==> src/rtl/hcsf_pkg.sv <==
package hcsf_pkg;

	// ADC and field widths
	localparam int ADC_BITS  = 12;
	localparam int SAMPLE_W  = 12;
	localparam int REG_W     = 13;
	localparam int VALUE_W   = 22;
	localparam int CFG_IDX_W = 1;

	// Datapath widths: difference, multiplier operands, product, filter sum
	localparam int DIFF_W  = REG_W + 1;
	localparam int OPA_W   = VALUE_W + 1;
	localparam int OPB_W   = REG_W + 1;
	localparam int PROD_W  = OPA_W + OPB_W;
	localparam int SUM_W   = VALUE_W + 3;

	// Register indexes
	localparam logic [CFG_IDX_W-1:0] REG_VREF    = 1'd0;
	localparam logic [CFG_IDX_W-1:0] REG_ZERO_NOM = 1'd1;

	// Reset values
	localparam logic [REG_W-1:0] VREF_RST     = 13'd3300;
	localparam logic [REG_W-1:0] ZERO_NOM_RST = 13'd2500;

	// Sensing constants
	localparam int REF_WINDOW_MV = 30;
	localparam int DEAD_BAND_MV  = 10;
	localparam int MA_PER_MV     = 300;
	localparam int IDLE_CUR_MA   = -600;
	localparam int CUR_LIMIT_MA  = 1500000;
	localparam int IIR_WEIGHT    = 3;

	// Shared multiplier operations
	localparam logic [1:0] OP_MV   = 2'd0;
	localparam logic [1:0] OP_CUR  = 2'd1;
	localparam logic [1:0] OP_PREV = 2'd2;

	typedef struct packed {
		logic       en;
		logic [1:0] op;
	} alu_ctl_t;

endpackage

==> src/rtl/hcsf_alu.sv <==
module hcsf_alu (
	input  logic                                    clk,
	input  hcsf_pkg::alu_ctl_t                      ctl,
	input  logic [hcsf_pkg::SAMPLE_W-1:0]           sample,
	input  logic [hcsf_pkg::REG_W-1:0]              vref,
	input  logic signed [hcsf_pkg::DIFF_W-1:0]      diff,
	input  logic signed [hcsf_pkg::VALUE_W-1:0]     prev,
	output logic signed [hcsf_pkg::PROD_W-1:0]      prod_q
);
	import hcsf_pkg::*;

	logic signed [OPA_W-1:0] opa;
	logic signed [OPB_W-1:0] opb;

	// Select operands for the current step
	always_comb begin
		case (ctl.op)
			OP_MV: begin
				opa = $signed({{(OPA_W-SAMPLE_W){1'b0}}, sample});
				opb = $signed({{(OPB_W-REG_W){1'b0}}, vref});
			end
			OP_CUR: begin
				opa = OPA_W'(diff);
				opb = OPB_W'(MA_PER_MV);
			end
			OP_PREV: begin
				opa = OPA_W'(prev);
				opb = OPB_W'(IIR_WEIGHT);
			end
			default: begin
				opa = '0;
				opb = '0;
			end
		endcase
	end

	// Register the product
	always_ff @(posedge clk) begin
		if (ctl.en) begin
			prod_q <= opa * opb;
		end
	end

endmodule

==> src/rtl/hall_current_sense_filter_top.sv <==
// Hall current sense filter.
// Input channel (in_valid/in_ready) takes one word: command and adc_sample.
// A reference word (command 0) checks the sample against the nominal zero
// within a 30 mV window, stores it or falls back to nominal, and echoes the
// sample with ref_accepted set when adopted.
// A current word (command 1) scales the sample to mV, turns the offset from
// the zero reference into mA and runs it through the 3/4 IIR. It makes
// three passes through the one shared multiplier (scale, mA gain,
// filter weight) plus operand and limit steps between them.
// in_ready is high only while the sequencer is idle; one word is in flight.
// Results leave through an output register (out_valid/out_ready). A stalled
// receiver holds the result; the block still takes the next word and parks
// it at its final step until the output register frees up.
// Configuration (cfg_valid/cfg_ready, cfg_index, cfg_data) is always ready;
// index 0 is vref_mv, index 1 is zero_ref_nominal_mv.
// Reset: vref 3300 mV, nominal and stored zero 2500 mV, filter state 0.
module hall_current_sense_filter_top (
	input  logic                                    clk,
	input  logic                                    arst_n,
	input  logic                                    in_valid,
	output logic                                    in_ready,
	input  logic                                    command,
	input  logic [hcsf_pkg::SAMPLE_W-1:0]           adc_sample,
	output logic                                    out_valid,
	input  logic                                    out_ready,
	output logic signed [hcsf_pkg::VALUE_W-1:0]     value,
	output logic                                    ref_accepted,
	input  logic                                    cfg_valid,
	output logic                                    cfg_ready,
	input  logic [hcsf_pkg::CFG_IDX_W-1:0]          cfg_index,
	input  logic [hcsf_pkg::REG_W-1:0]              cfg_data
);
	import hcsf_pkg::*;

	localparam logic [2:0] ST_IDLE = 3'd0;
	localparam logic [2:0] ST_REF  = 3'd1;
	localparam logic [2:0] ST_MV   = 3'd2;
	localparam logic [2:0] ST_DIFF = 3'd3;
	localparam logic [2:0] ST_CUR  = 3'd4;
	localparam logic [2:0] ST_PREV = 3'd5;
	localparam logic [2:0] ST_FILT = 3'd6;

	logic [2:0]                 state_q;
	logic [REG_W-1:0]           vref_q;
	logic [REG_W-1:0]           zero_nom_q;
	logic [REG_W-1:0]           zero_ref_q;
	logic signed [VALUE_W-1:0]  filt_q;
	logic [SAMPLE_W-1:0]        sample_q;
	logic signed [DIFF_W-1:0]   diff_q;
	logic                       dead_q;
	logic signed [VALUE_W-1:0]  raw_q;
	logic                       out_valid_q;
	logic signed [VALUE_W-1:0]  value_q;
	logic                       ref_acc_q;

	alu_ctl_t                   alu_ctl;
	logic signed [PROD_W-1:0]   prod_q;

	logic                       slot_free;
	logic                       result_done;
	logic [DIFF_W-1:0]          samp_ext;
	logic [DIFF_W-1:0]          nom_ext;
	logic                       ref_ok;
	logic [REG_W-1:0]           mv;
	logic signed [DIFF_W-1:0]   diff_next;
	logic                       dead_next;
	logic signed [PROD_W-1:0]   lim_pos;
	logic signed [PROD_W-1:0]   lim_neg;
	logic signed [VALUE_W-1:0]  raw_next;
	logic signed [SUM_W-1:0]    sum;
	logic signed [SUM_W-1:0]    sum_adj;
	logic signed [SUM_W-1:0]    sum_q4;
	logic signed [VALUE_W-1:0]  filt_next;

	assign in_ready     = (state_q == ST_IDLE);
	assign cfg_ready    = 1'b1;
	assign out_valid    = out_valid_q;
	assign value        = value_q;
	assign ref_accepted = ref_acc_q;
	assign slot_free    = !out_valid_q || out_ready;
	assign result_done  = ((state_q == ST_REF) || (state_q == ST_FILT)) && slot_free;

	// Window check on a reference sample
	assign samp_ext = DIFF_W'(sample_q);
	assign nom_ext  = DIFF_W'(zero_nom_q);
	assign ref_ok   = !((samp_ext > nom_ext + DIFF_W'(REF_WINDOW_MV)) ||
		(samp_ext + DIFF_W'(REF_WINDOW_MV) < nom_ext));

	// Millivolt offset from the stored zero and dead band
	assign mv        = prod_q[ADC_BITS+REG_W-1:ADC_BITS];
	assign diff_next = $signed(DIFF_W'(mv)) - $signed(DIFF_W'(zero_ref_q));
	assign dead_next = (diff_q >= -DIFF_W'(DEAD_BAND_MV)) &&
		(diff_q <= DIFF_W'(DEAD_BAND_MV));

	// Clamp the scaled current, or use the idle current inside the dead band
	assign lim_pos = PROD_W'(CUR_LIMIT_MA);
	assign lim_neg = -lim_pos;
	always_comb begin
		if (dead_q) begin
			raw_next = VALUE_W'(IDLE_CUR_MA);
		end else if (prod_q > lim_pos) begin
			raw_next = VALUE_W'(CUR_LIMIT_MA);
		end else if (prod_q < lim_neg) begin
			raw_next = -VALUE_W'(CUR_LIMIT_MA);
		end else begin
			raw_next = prod_q[VALUE_W-1:0];
		end
	end

	// Filter sum, divide by four toward zero
	assign sum       = prod_q[SUM_W-1:0] + SUM_W'(raw_q);
	assign sum_adj   = sum[SUM_W-1] ? sum + SUM_W'(3) : sum;
	assign sum_q4    = sum_adj >>> 2;
	assign filt_next = sum_q4[VALUE_W-1:0];

	// Drive the shared multiplier
	always_comb begin
		alu_ctl.en = 1'b0;
		alu_ctl.op = OP_MV;
		case (state_q)
			ST_MV: begin
				alu_ctl.en = 1'b1;
				alu_ctl.op = OP_MV;
			end
			ST_CUR: begin
				alu_ctl.en = 1'b1;
				alu_ctl.op = OP_CUR;
			end
			ST_PREV: begin
				alu_ctl.en = 1'b1;
				alu_ctl.op = OP_PREV;
			end
			default: begin
				alu_ctl.en = 1'b0;
				alu_ctl.op = OP_MV;
			end
		endcase
	end

	hcsf_alu u_alu (
		.clk    (clk),
		.ctl    (alu_ctl),
		.sample (sample_q),
		.vref   (vref_q),
		.diff   (diff_q),
		.prev   (filt_q),
		.prod_q (prod_q)
	);

	// Write configuration registers
	always_ff @(posedge clk or negedge arst_n) begin
		if (!arst_n) begin
			vref_q     <= VREF_RST;
			zero_nom_q <= ZERO_NOM_RST;
		end else if (cfg_valid) begin
			case (cfg_index)
				REG_VREF:     vref_q     <= cfg_data;
				REG_ZERO_NOM: zero_nom_q <= cfg_data;
				default: begin
				end
			endcase
		end
	end

	// Sequence one word and update state
	always_ff @(posedge clk or negedge arst_n) begin
		if (!arst_n) begin
			state_q     <= ST_IDLE;
			zero_ref_q  <= ZERO_NOM_RST;
			filt_q      <= '0;
			out_valid_q <= 1'b0;
		end else begin
			if (out_valid_q && out_ready && !result_done) begin
				out_valid_q <= 1'b0;
			end
			case (state_q)
				ST_IDLE: begin
					if (in_valid) begin
						state_q <= command ? ST_MV : ST_REF;
					end
				end
				ST_REF: begin
					if (slot_free) begin
						zero_ref_q  <= ref_ok ? REG_W'(sample_q) : zero_nom_q;
						out_valid_q <= 1'b1;
						state_q     <= ST_IDLE;
					end
				end
				ST_MV:   state_q <= ST_DIFF;
				ST_DIFF: state_q <= ST_CUR;
				ST_CUR:  state_q <= ST_PREV;
				ST_PREV: state_q <= ST_FILT;
				ST_FILT: begin
					if (slot_free) begin
						filt_q      <= filt_next;
						out_valid_q <= 1'b1;
						state_q     <= ST_IDLE;
					end
				end
				default: state_q <= ST_IDLE;
			endcase
		end
	end

	// Datapath registers
	always_ff @(posedge clk) begin
		if (in_ready && in_valid) begin
			sample_q <= adc_sample;
		end
		if (state_q == ST_DIFF) begin
			diff_q <= diff_next;
		end
		if (state_q == ST_CUR) begin
			dead_q <= dead_next;
		end
		if (state_q == ST_PREV) begin
			raw_q <= raw_next;
		end
		if (state_q == ST_REF && slot_free) begin
			value_q   <= VALUE_W'(sample_q);
			ref_acc_q <= ref_ok;
		end
		if (state_q == ST_FILT && slot_free) begin
			value_q   <= filt_next;
			ref_acc_q <= 1'b0;
		end
	end

endmodule

==> config.mk <==
export PLATFORM = sky130hd
export DESIGN_NAME = hall_current_sense_filter_top
export DESIGN_NICKNAME = d
export VERILOG_FILES = /design/src/rtl/hcsf_pkg.sv /design/src/rtl/hcsf_alu.sv /design/src/rtl/hall_current_sense_filter_top.sv
export SDC_FILE = /design/constraint.sdc
export NUM_CORES = 1
export LEC_CHECK = 0
export ABC_AREA = 1
export BUFFER_PORTS_ARGS = -buffer_cell sky130_fd_sc_hd__buf_2
export CAP_MARGIN = 40
export CORE_ASPECT_RATIO = 1.1
export CORE_MARGIN = 3
export CORE_UTILIZATION = 35
export CTS_CLUSTER_DIAMETER = 40
export DETAILED_ROUTE_END_ITERATION = 10
export GPL_TIMING_DRIVEN = 0
export PLACE_DENSITY = 0.57
export SLEW_MARGIN = 20
export SYNTH_ARGS = -nofsm -noshare
export SYNTH_HDL_FRONTEND = slang
export SYNTH_SLANG_ARGS = --single-unit
==> constraint.sdc <==
create_clock -name clk -period 10.4 [get_ports clk]
set_input_delay 1.04 -clock clk [delete_from_list [all_inputs] [get_ports clk]]
set_output_delay 1.04 -clock clk [all_outputs]
set_load 0.1 [all_outputs]
# After elaboration in Yosys (flattened, before gate mapping)
# Index checks and enable logic that the tools add are counted.
[totals]
regBits = 174
latch_bits = 0
ram_bits = 0
mem_bits_ro = 0
out_inout_bits = 26
word_cells = 78
mem_count = 0
[op_classes]
n_addsub = 5
n_mul = 1
div_mod_pow = 0
order_cmp = 6
n_eq_ne = 10
n_shift = 0
muxes = 16
bitwise = 1
n_reduce_logical = 24
[op_table]
columns = ["cell", "n"]
rows = [
  ["$mux 22", 4],
  ["$pmux 23 s3", 1],
  ["$pmux 13 s3", 1],
  ["$gt 37x22->1 const B", 1],
  ["$lt 37x22->1 const B", 1],
  ["$mul 23x14->37", 1],
  ["$add 25x25->25", 1],
  ["$add 24x3->24 const B", 1],
  ["$mux 24", 1],
  ["$pmux 3 s6", 1],
  ["$add 13x5->14 const B", 1],
  ["$ge 14x5->1 const B", 1],
  ["$gt 12x14->1", 1],
  ["$le 14x5->1 const B", 1],
  ["$sub 13x13->14", 1],
  ["$add 12x5->13 const B", 1],
  ["$lt 13x13->1", 1],
  ["$mux 13", 1],
  ["$reduce_and 2->1", 5],
  ["$eq 3x3->1 const B", 3],
  ["$pmux 3 s3", 1],
  ["$logic_and 1x1->1", 7],
  ["$eq 3x2->1 const B", 2],
  ["$mux 3", 2],
  ["other kinds (15)", 22],
]

# Logic depth before layout (Yosys ltp)
# Gate-level depths: netlist of the first run.
[logic_depth]
ltp_word = 8
mapped_depth = 33
depth_no_buf = 32

# By module
# Synthesis of the first run repeated with hierarchy kept, for this count alone.
[hier_totals]
cells_unflattened = 2842
hier_area_um2 = 22024.9
[modules_own_cells]
columns = ["mod", "n_inst", "cells_each", "area_per_inst_um2", "seq_area_each_um2"]
rows = [
  ["hcsf_alu", 1, 1635, 12804.8, 1111.1],
  ["hall_current_sense_filter_top", 1, 1207, 9220.1, 3798.6],
]

# Least setup slack after synthesis of the first run
# OpenSTA, ideal clock, no wires.
[synth_timing]
path_type = "flip-flop to flip-flop"
from = "register state_q[1]"
to = "register u_alu.prod_q[25] (netlist bit) (data pin)"
t_arrival_ps = 6151
slack_ps = 3990
stages_incl_launch_ff = 28
n_path_buf = 2
path_cell_list = "dfrtp_1 > inv_1 > nand2_1 > inv_1 > clkbuf_1 > o221ai_1 > clkbuf_1 > nand2_1 > fa_1 > fa_1 > fa_1 > inv_1 > fa_1 > fa_1 > inv_1 > fa_1 > inv_1 > ha_1 > a21oi_1 > o21ai_0 > o21bai_1 > a21oi_1 > o21ai_2 > nand2_1 > nand2_1 > nand2_1 > nand2_1 > xor2_1"
[synth_via]
elab_chain_len = 5
[synth_lines]
columns = ["element", "line", "text"]
rows = [
  ["start: declaration", "hall_current_sense_filter_top.sv:43", "logic [2:0] state_q;"],
  ["start signal: assignment", "hall_current_sense_filter_top.sv:179", "state_q <= command ? ST_MV : ST_REF;"],
  ["$eq 3x3->1 / $eq 3x2->1 (equally long branches)", "hall_current_sense_filter_top.sv:120", "case (state_q)"],
  ["$pmux 3 s3 (*)", "hall_current_sense_filter_top.sv:120", ""],
  ["$eq 2x2->1, or another cell as far along", "hcsf_alu.sv:17", "case (ctl.op)"],
  ["$pmux 23 s3 / $pmux 13 s3 (equally long branches)", "hcsf_alu.sv:17", ""],
  ["$mul 23x14->37 (*)", "hcsf_alu.sv:40", "prod_q <= opa * opb;"],
  ["end signal: assignment", "hcsf_alu.sv:40", ""],
  ["end: declaration", "hcsf_alu.sv:8", "output logic signed [hcsf_pkg::PROD_W-1:0] prod_q"],
]
# Mark *: on every way between the ends. The rest lies on a longest branch, timed or not.
# A chain may end at the register's enable or synchronous reset.

# Final worst setup path of the first run
# Ends and elaborated chain as after synthesis.

==> results.md, run 1 <==
* CTS tree: yes
* Synth Flop Type: edfxtp_1
* Netlist cell types at 55
* Main combinational cell family by area after synthesis: adder cells
* Worst-Margin Slew at between 0.9 and 1 ns
* Die area at ~64000 um2
* Commonest cells in the netlist: inv_1, nand2_1, fa_1, nor2_1, ha_1
* Final min period at approximately 8 ns
* Core Region at ~60000 um2
* Die Span Y at around 270 um
* Simple-Gate Fraction of Synth Area at about a fifth
* Area leader, netlist: fa_1
* Worst endpoint required time at between 10 and 15 ns
* Synth Area in XOR/XNOR at 2.78%
* RR Startpoint: state_q[1]
* Final Max Tran Viols at 0
* Mapped Cells at 2688
* Reg2reg end: u_alu.prod_q[25]
* Worst setup path endpoint: u_alu.prod_q[25]
* Initial core utilization at between 30 and 40%
* Layout area overhead at 10.7%
* Most common cell in the synthesized netlist: inv_1
* Final HPWL from detailed placement at 49300 um
* Initial antenna violation count at 0
* Reg2Reg Setup Slack at ~2.3 ns
* Die Span X at around 240 um
* Leading cell types by total area after synthesis: fa_1, edfxtp_1, inv_1
* Post-CTS setup buffers at 0
* Final Hold Fails at 0
* CTS Root Cell: clkbuf_16
* Max-capacitance violation count at 0
* Slew HR at between 30% and 40%
* Mux share of post-synthesis cell area at 0%
* Setup CP Type: register to register
* Largest net degree at the start of global routing at 53
* Antenna Violating Nets Remaining at 0
* Final estimated routing congestion in global placement at between 0.8 and 0.9
* DR iter-0 viols at approximately 1100
* Total CTS buffers at 17
* CP Capture Type: register
* Post-synthesis compound-gate area fraction at roughly 7.0%
* Final net count at approximately 3300
* Worst R2R Path Depth at 27
* Global Route Usage Sum at a little under a fifth
* Clk sinks at between 150 and 200
* Final period util at 78.2%
* Top Ports at 58
* Final TNS setup at 0 ns
* Synth warnings at 0
* RSZ-0062 raised after global routing: no
* Fraction of layout cells with a size suffix above 1 at under 10%
* CTS H-tree depth at 4
* Drt wl/cell at about 16 um
* EDFF count, synth at between 100 and 150
* Worst Setup Start Kind: register
* Port Buffers at 56
* Core Util, Final at between 30% and 40%
* Register bit total from synthesis at between 150 and 200
* CTS Hold Bufs at 0
* Peak Freq at ~120 MHz
* Outcome: completed
* Worst min path class: input port to asynchronous set/reset pin
* First-pass GRT wire length at 92800 um
* Clock Latency Late Sink at around 0.46 ns
* Synth async-reset ratio at 37.4%
* DR vias at 17100
* Antenna Cells at 0
* Worst-path maximum fanout at 10
* Vias per cell at around 4.7
* Synth Area per Inst at around 8.0 um2
* Post-Synth Adder-Cell Area at 34.4%
* Grt ovf at 0
* Max clock buf depth at 2
* Critical Path AT at around 8.3 ns
* Final setup violation count at 0
* Yosys top cell area share at 25.6%
* Sequential share of the synthesized area at approximately 23%
* Cell Rows at 94
* CTS resizes at 0
* Final worst clock skew at just under 0.02 ns
* Residual DRC count at 0
* Clock transition at the registers of the reported paths at approximately 0.080 ns
* Vias in the first global route at 17100
* Synth Cell Area at roughly 21000 um2
* Routed wire length at 57500 um
* First drt pass iteration count at 8
* Critical path startpoint: state_q[1]
## worst min path at each step
stage / from / end / slack (ns) / depth (start not counted)
after detailed placement: zero_ref_q[8] / zero_ref_q[8] / 0.46 / 2
after global placement: zero_ref_q[7] / zero_ref_q[7] / 0.46 / 2
after global routing: arst_n / vref_q[4] / 0.42 / 1
final: arst_n / vref_q[4] / 0.43 / 1
after floorplan: zero_ref_q[11] / zero_ref_q[11] / 0.45 / 2
after CTS: arst_n / vref_q[4] / 0.42 / 1
## layout make-up
| type | count | area, um2 |
|---|---|---|
| plain buffers | 51 | 201 |
| inverters | 667 | 2500 |
| clock inverters | 14 | 141 |
| flip-flops and latches | 174 | 4910 |
| well taps | 816 | 1020 |
| repair buffers | 65 | 418 |
| multi-input cells | 1870 | 14100 |
| fillers | 6382 | 36500 |
| clock buffers | 18 | 429 |
## worst max-delay path: stages, from the launching register on
cell and delay [ns]:
dfrtp_1 0.42, inv_1 0.10, nand2_1 0.25, inv_1 0.11, clkbuf_1 0.26, o221ai_1 0.78, clkbuf_1 0.64, nand2_1 0.17
fa_1 0.60, fa_1 0.46, fa_1 0.50, inv_1 0.06, fa_1 0.51, fa_1 0.54, inv_1 0.06, fa_1 0.54
inv_1 0.08, ha_1 0.38, a21oi_1 0.21, o21ai_0 0.15, o21bai_1 0.21, a21oi_1 0.26, o21ai_2 0.12, nand2_1 0.07
nand2_1 0.09, nand2_1 0.07, nand2_1 0.05, xor2_1 0.16
## kinds of logic (layout without fill, tap and decap cells)
kind of cell,count (synthesis),after routing
other,2,76
AO/OA/AOI/OAI,268,268
buffers and inverters,718,815
adder cells (fa/ha/maj),424,424
AND/OR/NAND/NOR,1034,1034
flip-flops,174,174
XOR/XNOR,68,68
## stage by stage
step,instances,worst slack [ns],cell area (um2),hold slack (ns)
2_1_floorplan,2762,3.99,21700,0.448
3_3_place_gp,3634,2.47,23000,0.460
3_5_place_dp,3640,2.36,23100,0.461
4_1_cts,3672,2.34,23700,0.419
5_1_grt,3675,1.77,23700,0.422
6_report,3675,2.27,23700,0.429
## layout by cell type, fill, tap and decap left out, types with 46 or more instances in the layout
cell type,synthesis,routed
dfrtp_1,49,49
ha_1,150,150
conb_1,2,76
nand2_1,659,658
o21ai_0,114,114
fa_1,274,274
edfxtp_1,108,108
nand3_1,101,101
a21oi_1,95,95
buf_2,4,59
inv_1,661,661
xor2_1,49,49
nor2_1,159,159
clkbuf_1,46,46
## state kept, by name, summed over array words and instances (netlist names), 3 cells and up
name and cells:
value 22, diff_q 14, raw_q 22, filt_q 22
zero_nom_q 13, sample_q 12, u_alu.prod_q 37, state_q 3
zero_ref_q 13, vref_q 13
## metal layers
| metal | share of wire, % | global-route usage [%] |
|---|---|---|
| met1 | 45 | 24.3 |
| met2 | 48 | 31.3 |
| met3 | 5.0 | 3.14 |
| met4 | 2.5 | 4.97 |
| met5 | 0 | 0 |
Power of run 1 is left out: the tool's default activity adds up to more than one toggle a clock period on the data nets, which glitch-free logic cannot reach.
==> inputs of run 2 (changes only) <==
--- a/config.mk
+++ b/config.mk
@@ -5,7 +5,7 @@
 export SDC_FILE = /design/constraint.sdc
 export NUM_CORES = 1
 export LEC_CHECK = 0
-export ABC_AREA = 1
+export ABC_AREA = 0
 export BUFFER_PORTS_ARGS = -buffer_cell sky130_fd_sc_hd__buf_2
 export CAP_MARGIN = 40
 export CORE_ASPECT_RATIO = 1.1
@@ -14,7 +14,7 @@
 export CTS_CLUSTER_DIAMETER = 40
 export DETAILED_ROUTE_END_ITERATION = 10
 export GPL_TIMING_DRIVEN = 0
-export PLACE_DENSITY = 0.57
+export PLACE_DENSITY = 0.59
 export SLEW_MARGIN = 20
 export SYNTH_ARGS = -nofsm -noshare
 export SYNTH_HDL_FRONTEND = slang
==> constraint.sdc (replaced) <==
create_clock -name clk -period 6.8 [get_ports clk]
set_input_delay 0.68 -clock clk [delete_from_list [all_inputs] [get_ports clk]]
set_output_delay 0.68 -clock clk [all_outputs]
set_load 0.1 [all_outputs]
==> run 2 against run 1 <==
- the flow now finishes with violations (negative setup slack)
- area after synthesis decreased by 5.2%
- largest cell class unchanged
- utilization grew 3.3 points
- flip-flop and latch count is the same
- design area rose by 2.2%
- hold slack lost 0.36 ns
- clock skew is 0.0025 ns lower
- global-route usage is 0.32 points higher
- clock-buffer cell count did not move
==> results.md, run 2 <==
* Final min period at 6.81 ns (-1.32 ns)
* Clk sinks at 174 (unchanged)
* Worst min path class: input port to asynchronous set/reset pin
* Synth Flop Type: edfxtp_1
* Initial antenna violation count at 1 (+1)
* Max clock buf depth at 2 (unchanged)
* Critical Path AT at 7.01 ns (-1.31 ns)
* Register bit total from synthesis at 174 (unchanged)
* Port Buffers at 56 (unchanged)
* Worst-path maximum fanout at 5 (-5)
* Worst R2R Path Depth at 26 (-3.7%)
* Routed wire length at 56500 um (-1.7%)
* Die Span Y at 259 um (-2.6%)
* Final setup violation count at 1 (+1)
* Final period util at 100% (+22 points)
* Most common cell in the synthesized netlist: inv_1
* Setup CP Type: register to register
* Leading cell types by total area after synthesis: fa_1, edfxtp_1, ha_1
* Antenna Violating Nets Remaining at 0 (unchanged)
* Commonest cells in the netlist: inv_1, fa_1, nand2_1, ha_1, nor2_1
* First-pass GRT wire length at 89300 um (-3.7%)
* Fraction of layout cells with a size suffix above 1 at 17.7% (+12 points)
* Netlist cell types at 76 (+38%)
* Residual DRC count at 0 (unchanged)
* Die Span X at 236 um (-2.6%)
* Antenna Cells at 0 (unchanged)
* Cell Rows at 91 (-3.2%)
* Max reg flops at 37 (unchanged)
* Clock Latency Late Sink at 0.46 ns (about the same)
* Final Max Tran Viols at 0 (unchanged)
* Outcome: finished, violations left
* Max incr delay on CP at 0.58 ns (-0.20 ns)
* CTS H-tree depth at 4 (unchanged)
* Slew HR at 41.6% (+3.1 points)
* EDFF count, synth at 108 (unchanged)
* Slowest cell on crit path: fa_1
* Worst endpoint required time at 7.00 ns (-3.59 ns)
* Critical Path Most Common Cell: fa_1
* Synth warnings at 0 (unchanged)
* Grt ovf at 0 (unchanged)
* Mapped Cells at 2105 (-22%)
* Synth async-reset ratio at 37.4% (unchanged)
* Sequential share of the synthesized area at 24.2% (+1.3 points)
* Total CTS buffers at 17 (unchanged)
* Reg2Reg Setup Slack at -0.01 ns (-2.28 ns)
* Vias per cell at 5.06 (+8.8%)
* RSZ-0062 raised after global routing: yes
* Final estimated routing congestion in global placement at 0.920 (+3.3%)
* First drt pass iteration count at 5 (-3)
* Commonest non-fill, non-tap cell in the layout: inv_1
* Yosys top cell area share at 27.0% (+1.4 points)
* Layout Cells excl Fill at 3089 (-16%)
* Final Hold Fails at 0 (unchanged)
* Synth Area per Inst at 9.64 um2 (+21%)
* WP buf/inv at 7 (unchanged)
* DR iter-0 viols at 1027 (-8.5%)
* Vias in the first global route at 16500 (-3.6%)
* Clock transition at the registers of the reported paths at 0.08 ns (about the same)
* Worst Setup Start Kind: register
* Drt wl/cell at 18.3 um (+17%)
* CTS Root Cell: clkbuf_16
* Core Util, Final at 42.7% (+3.3 points)
* Largest net degree at the start of global routing at 52 (-1.9%)
* Synth Cell Area at 20300 um2 (-5.2%)
* Final HPWL from detailed placement at 45300 um (-8.1%)
* Hold WS at 0.0682 ns (-0.360 ns)
* Max-capacitance violation count at 0 (unchanged)
* Layout area overhead at 19.4%
* Dpl cells at 2985 (-18%)
* Setup WS post-layout at -0.00981 ns (-2.28 ns)
* Final worst clock skew at 0.0168 ns (-0.00255 ns)
* Core Region at 56700 um2 (-5.8%)
* Initial core utilization at 35.8% (+0.23 points)
* RR Startpoint: state_q[0]
* Worst-Margin Slew at 0.871 ns (-0.0522 ns)
* Fill cells at 5459 (-14%)
* Reg with most FFs: u_alu.prod_q
* Global Route Usage Sum at 18.7% (+0.32 points)
* Setup WS pre-CTS at -1.58 ns (-3.94 ns)
* DR vias at 15600 (-8.6%)
* Peak Freq at 147 MHz (+19%)
* Die area at 60900 um2 (-5.1%)
* CTS tree: yes
* Top delay family on crit path: adder cells
* Area leader, netlist: fa_1
* CP Capture Type: register
* Top Ports at 58 (unchanged)
* Failing checks: negative setup slack
* Final net count at 2788 (-16%)
* Reg2reg end: u_alu.prod_q[35]
* Commonest cells after routing, fill and taps aside: inv_1, fa_1, nand2_1
## run 2: changes by cell type after synthesis, sizes merged, moves of 25 or more
cell   before  now
nand2     678  200
o21a        3   31
xnor2      19   72
nor2      175  139
xor2       49   24
mux2i       0   28
nand3     106   22
o21ai     122   83
and3        1   67
mux2        0   29
inv       665  374
## run 2: what timing repair did
item,CTS,global route
buffers inserted,26,51
cloned,0,3
pin swaps,12,72
hold buffers,0,0
setup endpoints to repair,28,19
resized for setup,118,170
## run 2: how the worst max path moves through the flow
| stage | startpoint | endpoint | slack [ns] | depth (start not counted) |
|---|---|---|---|---|
| floorplan | state_q[2] | u_alu.prod_q[31] | 0.002 | 26 |
| global placement | state_q[2] | u_alu.prod_q[31] | -1.58 | 26 |
| detailed placement | state_q[2] | u_alu.prod_q[31] | -1.58 | 26 |
| CTS | state_q[1] | u_alu.prod_q[23] | 0.006 | 26 |
| global route | state_q[1] | u_alu.prod_q[35] | -0.20 | 27 |
| finish | state_q[0] | u_alu.prod_q[35] | -0.01 | 26 |
## run 2: cell families after synthesis
kind of cell               share of synthesized area [%]
DFF                                                 24.2
adders and majority gates                           36.3
AOI/OAI and AO/OA                                   10.4
muxes                                               2.99
buffers and inverters                               8.35
and+or+nand+nor                                     13.6
xor gates and xnor gates                            4.14
other                                             0.0370
## run 2: routing by layer
| metal | routed length, um | vias to the layer above | track usage, % |
|---|---|---|---|
| met5 | 13 | - | 0 |
| met4 | 1580 | 2 | 5.31 |
| met3 | 3210 | 92 | 3.13 |
| met2 | 28000 | 399 | 32.6 |
| met1 | 23600 | 7863 | 24.0 |
| li1 | - | 7273 | - |
## run 2: layout make-up
type                    instances  area, um2  share of cell area [%]
flip-flops and latches        174       4910                    20.3
clock buffers                  18        450                    1.86
multi-input cells            1556      14800                    61.3
plain buffers                  65        442                    1.82
repair buffers                143       1070                    4.43
well taps                     744        931                    3.84
clock inverters                14        141                   0.584
inverters                     375       1420                    5.88
## run 2: metrics by stage
step	instance area (um2)	TNS [ns]
after global placement	21800	-27.89
after CTS	23100	0
after global routing	24200	-1.50
after detailed placement	21900	-28.49
after floorplan	20600	0
final	24200	-0.00981
Power of run 2 is left out for the same reason.
==> inputs of run 3 (changes only) <==
--- a/config.mk
+++ b/config.mk
@@ -11,9 +11,9 @@
 export CORE_ASPECT_RATIO = 1.1
 export CORE_MARGIN = 3
 export CORE_UTILIZATION = 35
-export CTS_CLUSTER_DIAMETER = 40
 export DETAILED_ROUTE_END_ITERATION = 10
 export GPL_TIMING_DRIVEN = 0
+export HOLD_SLACK_MARGIN = 0.15
 export PLACE_DENSITY = 0.59
 export SLEW_MARGIN = 20
 export SYNTH_ARGS = -nofsm -noshare
==> run 3 against run 2 <==
- the run still ends with negative setup slack left
- clock skew decreased by 0.0010 ns
- cell count about the same
- sequential share of layout area about the same
- utilization about the same
- register-to-register slack got worse by 0.02 ns
- flip-flop and latch count unchanged
- fmax decreased by 0.22%
- routed wire length about the same
- die area unchanged
- setup slack got worse by 0.015 ns
- first-iteration DRC count decreased by 4.2%
- via count increased by 0.29%
- critical path type unchanged
- critical endpoint unchanged
==> results.md, run 3 (synthesis gave the netlist of run 2 again) <==
* Reg2Reg Setup Slack at -0.03 ns (-0.02 ns)
* Worst Setup Start Kind: register
* Top Ports at 58 (unchanged)
* Commonest cells after routing, fill and taps aside: inv_1, fa_1, nand2_1
* Worst-Margin Slew at 0.863 ns (-0.00734 ns)
* Fin area at 24200 um2 (about the same)
* Dpl cell area at 21900 um2 (unchanged)
* Final estimated routing congestion in global placement at 0.920 (unchanged)
* Routed wire length at 56500 um (about the same)
* Fraction of layout cells with a size suffix above 1 at 17.7% (about the same)
* Worst endpoint required time at 7.00 ns (about the same)
* CP Capture Type: register
* Setup WS post-layout at -0.0251 ns (-0.0153 ns)
* Peak Freq at 147 MHz (-0.22%)
* Core Region at 56700 um2 (unchanged)
* Antenna Cells at 0 (unchanged)
* Layout Cells excl Fill at 3090 (+0.032%)
* CTS Root Cell: clkbuf_16
* DR vias at 15700 (+0.29%)
* Initial antenna violation count at 1 (unchanged)
* Clock transition at the registers of the reported paths at 0.08 ns (about the same)
* Grt ovf at 0 (unchanged)
* Final min period at 6.83 ns (+0.0153 ns)
* Vias in the first global route at 16500 (+0.024%)
* Reg with most FFs: u_alu.prod_q
* Worst-path maximum fanout at 5 (unchanged)
* Critical Path AT at 7.02 ns (about the same)
* DR iter-0 viols at 984 (-4.2%)
* Antenna Violating Nets Remaining at 0 (unchanged)
* Final net count at 2789 (+0.036%)
* Final Max Tran Viols at 0 (unchanged)
* Failing checks: negative setup slack
* First drt pass iteration count at 6 (+1)
* Die Span X at 236 um (unchanged)
* Final period util at 100% (+0.22 points)
* Final worst clock skew at 0.0158 ns (-0.00102 ns)
* Initial core utilization at 35.8% (unchanged)
* Max clock buf depth at 2 (unchanged)
* Worst hold stages at 1
* Max-capacitance violation count at 0 (unchanged)
* Worst min path class: input port to register
* Hold_sp: adc_sample[2]
* Total CTS buffers at 17 (unchanged)
* Die area at 60900 um2 (unchanged)
* Clk sinks at 174 (unchanged)
* RR Startpoint: state_q[0]
* Drt wl/cell at 18.3 um (about the same)
* Largest net degree at the start of global routing at 52 (unchanged)
* Worst R2R Path Depth at 26 (unchanged)
* Cell Rows at 91 (unchanged)
* First-pass GRT wire length at 89300 um (unchanged)
* Die Span Y at 259 um (unchanged)
* Global Route Usage Sum at 18.7% (unchanged)
* CTS H-tree depth at 4 (unchanged)
* Final Hold Fails at 0 (unchanged)
* Outcome: finished, violations left
* Clock Latency Late Sink at 0.46 ns (about the same)
* Port Buffers at 56 (unchanged)
* Hold EP: sample_q[2]
* Layout area overhead at 19.4% (about the same)
* Final setup violation count at 2 (+1)
* Max reg flops at 37 (unchanged)
* CTS tree: yes
* Vias per cell at 5.07 (+0.26%)
* Final HPWL from detailed placement at 45300 um (unchanged)
* Reg2reg end: u_alu.prod_q[35]
* Setup CP Type: register to register
* Slew HR at 42.0% (+0.49 points)
* RSZ-0062 raised after global routing: yes
* Residual DRC count at 0 (unchanged)
* Dpl cells at 2985 (unchanged)
* Commonest non-fill, non-tap cell in the layout: inv_1
[run 3: repair_timing]
action                                  CTS  global route
gates cloned                              0             3
pin swaps                                12            72
endpoints found under the setup margin   28            19
buffers inserted                         26            51
resized for setup                       118           170
hold buffers                              1             0
hold endpoints to repair                  7             0
[run 3: layout make-up]
| type | instances | area, um2 |
|---|---|---|
| clock inverter | 14 | 141 |
| clock buffer | 18 | 450 |
| inverter | 375 | 1420 |
| sequential | 174 | 4910 |
| tap | 744 | 931 |
| fill | 5458 | 32500 |
| timing repair buffer | 144 | 1080 |
| multi-input combinational | 1556 | 14800 |
| buffer | 65 | 442 |
[run 3: how the worst max path moves through the flow]
stage	from	end	slack (ns)	cells past startpoint
6_report	state_q[0]	u_alu.prod_q[35]	-0.03	26
5_1_grt	state_q[1]	u_alu.prod_q[35]	-0.20	27
4_1_cts	state_q[1]	u_alu.prod_q[23]	0.006	26
3_5_place_dp	state_q[2]	u_alu.prod_q[31]	-1.58	26
3_3_place_gp	state_q[2]	u_alu.prod_q[31]	-1.58	26
2_1_floorplan	state_q[2]	u_alu.prod_q[31]	0.002	26
[run 3: worst max-delay path, stage by stage (launching register included)]
cell and delay, ns:
dfrtp_2 0.46, clkbuf_16 0.20, mux2i_4 0.28, o21ai_2 0.11, buf_6 0.14, nor2b_1 0.14, fa_1 0.52, inv_1 0.06
fa_1 0.53, inv_1 0.06, fa_1 0.52, ha_4 0.21, fa_1 0.53, inv_1 0.05, fa_1 0.58, inv_2 0.06
ha_4 0.27, a21oi_4 0.16, o21ai_2 0.08, a21o_1 0.20, a311oi_4 0.35, a21oi_2 0.15, nor3_2 0.25, buf_4 0.16
nor3_2 0.05, o41ai_2 0.32, xnor2_1 0.13
[run 3: layer usage]
layer / vias to the layer above / global-route usage, % / share of wire, %
met4: 2 / 5.31 / 2.9
met3: 89 / 3.13 / 6.2
met2: 414 / 32.6 / 50
met1: 7892 / 24.0 / 41
li1: 7278 / - / -
met5: - / 0 / 0.023
[run 3: through the flow]
stage | setup TNS, ns | util (%) | worst slack [ns] | hold slack, ns
2_1_floorplan | 0 | - | 0.00224 | 0.384
3_3_place_gp | -27.89 | 38.5 | -1.58 | 0.463
3_5_place_dp | -28.49 | 38.6 | -1.58 | 0.474
4_1_cts | 0 | 40.8 | 0.00618 | 0.369
5_1_grt | -1.50 | 42.7 | -0.201 | 0.377
6_report | -0.0327 | 42.7 | -0.0251 | 0.391
Power of run 3 is left out for the same reason.
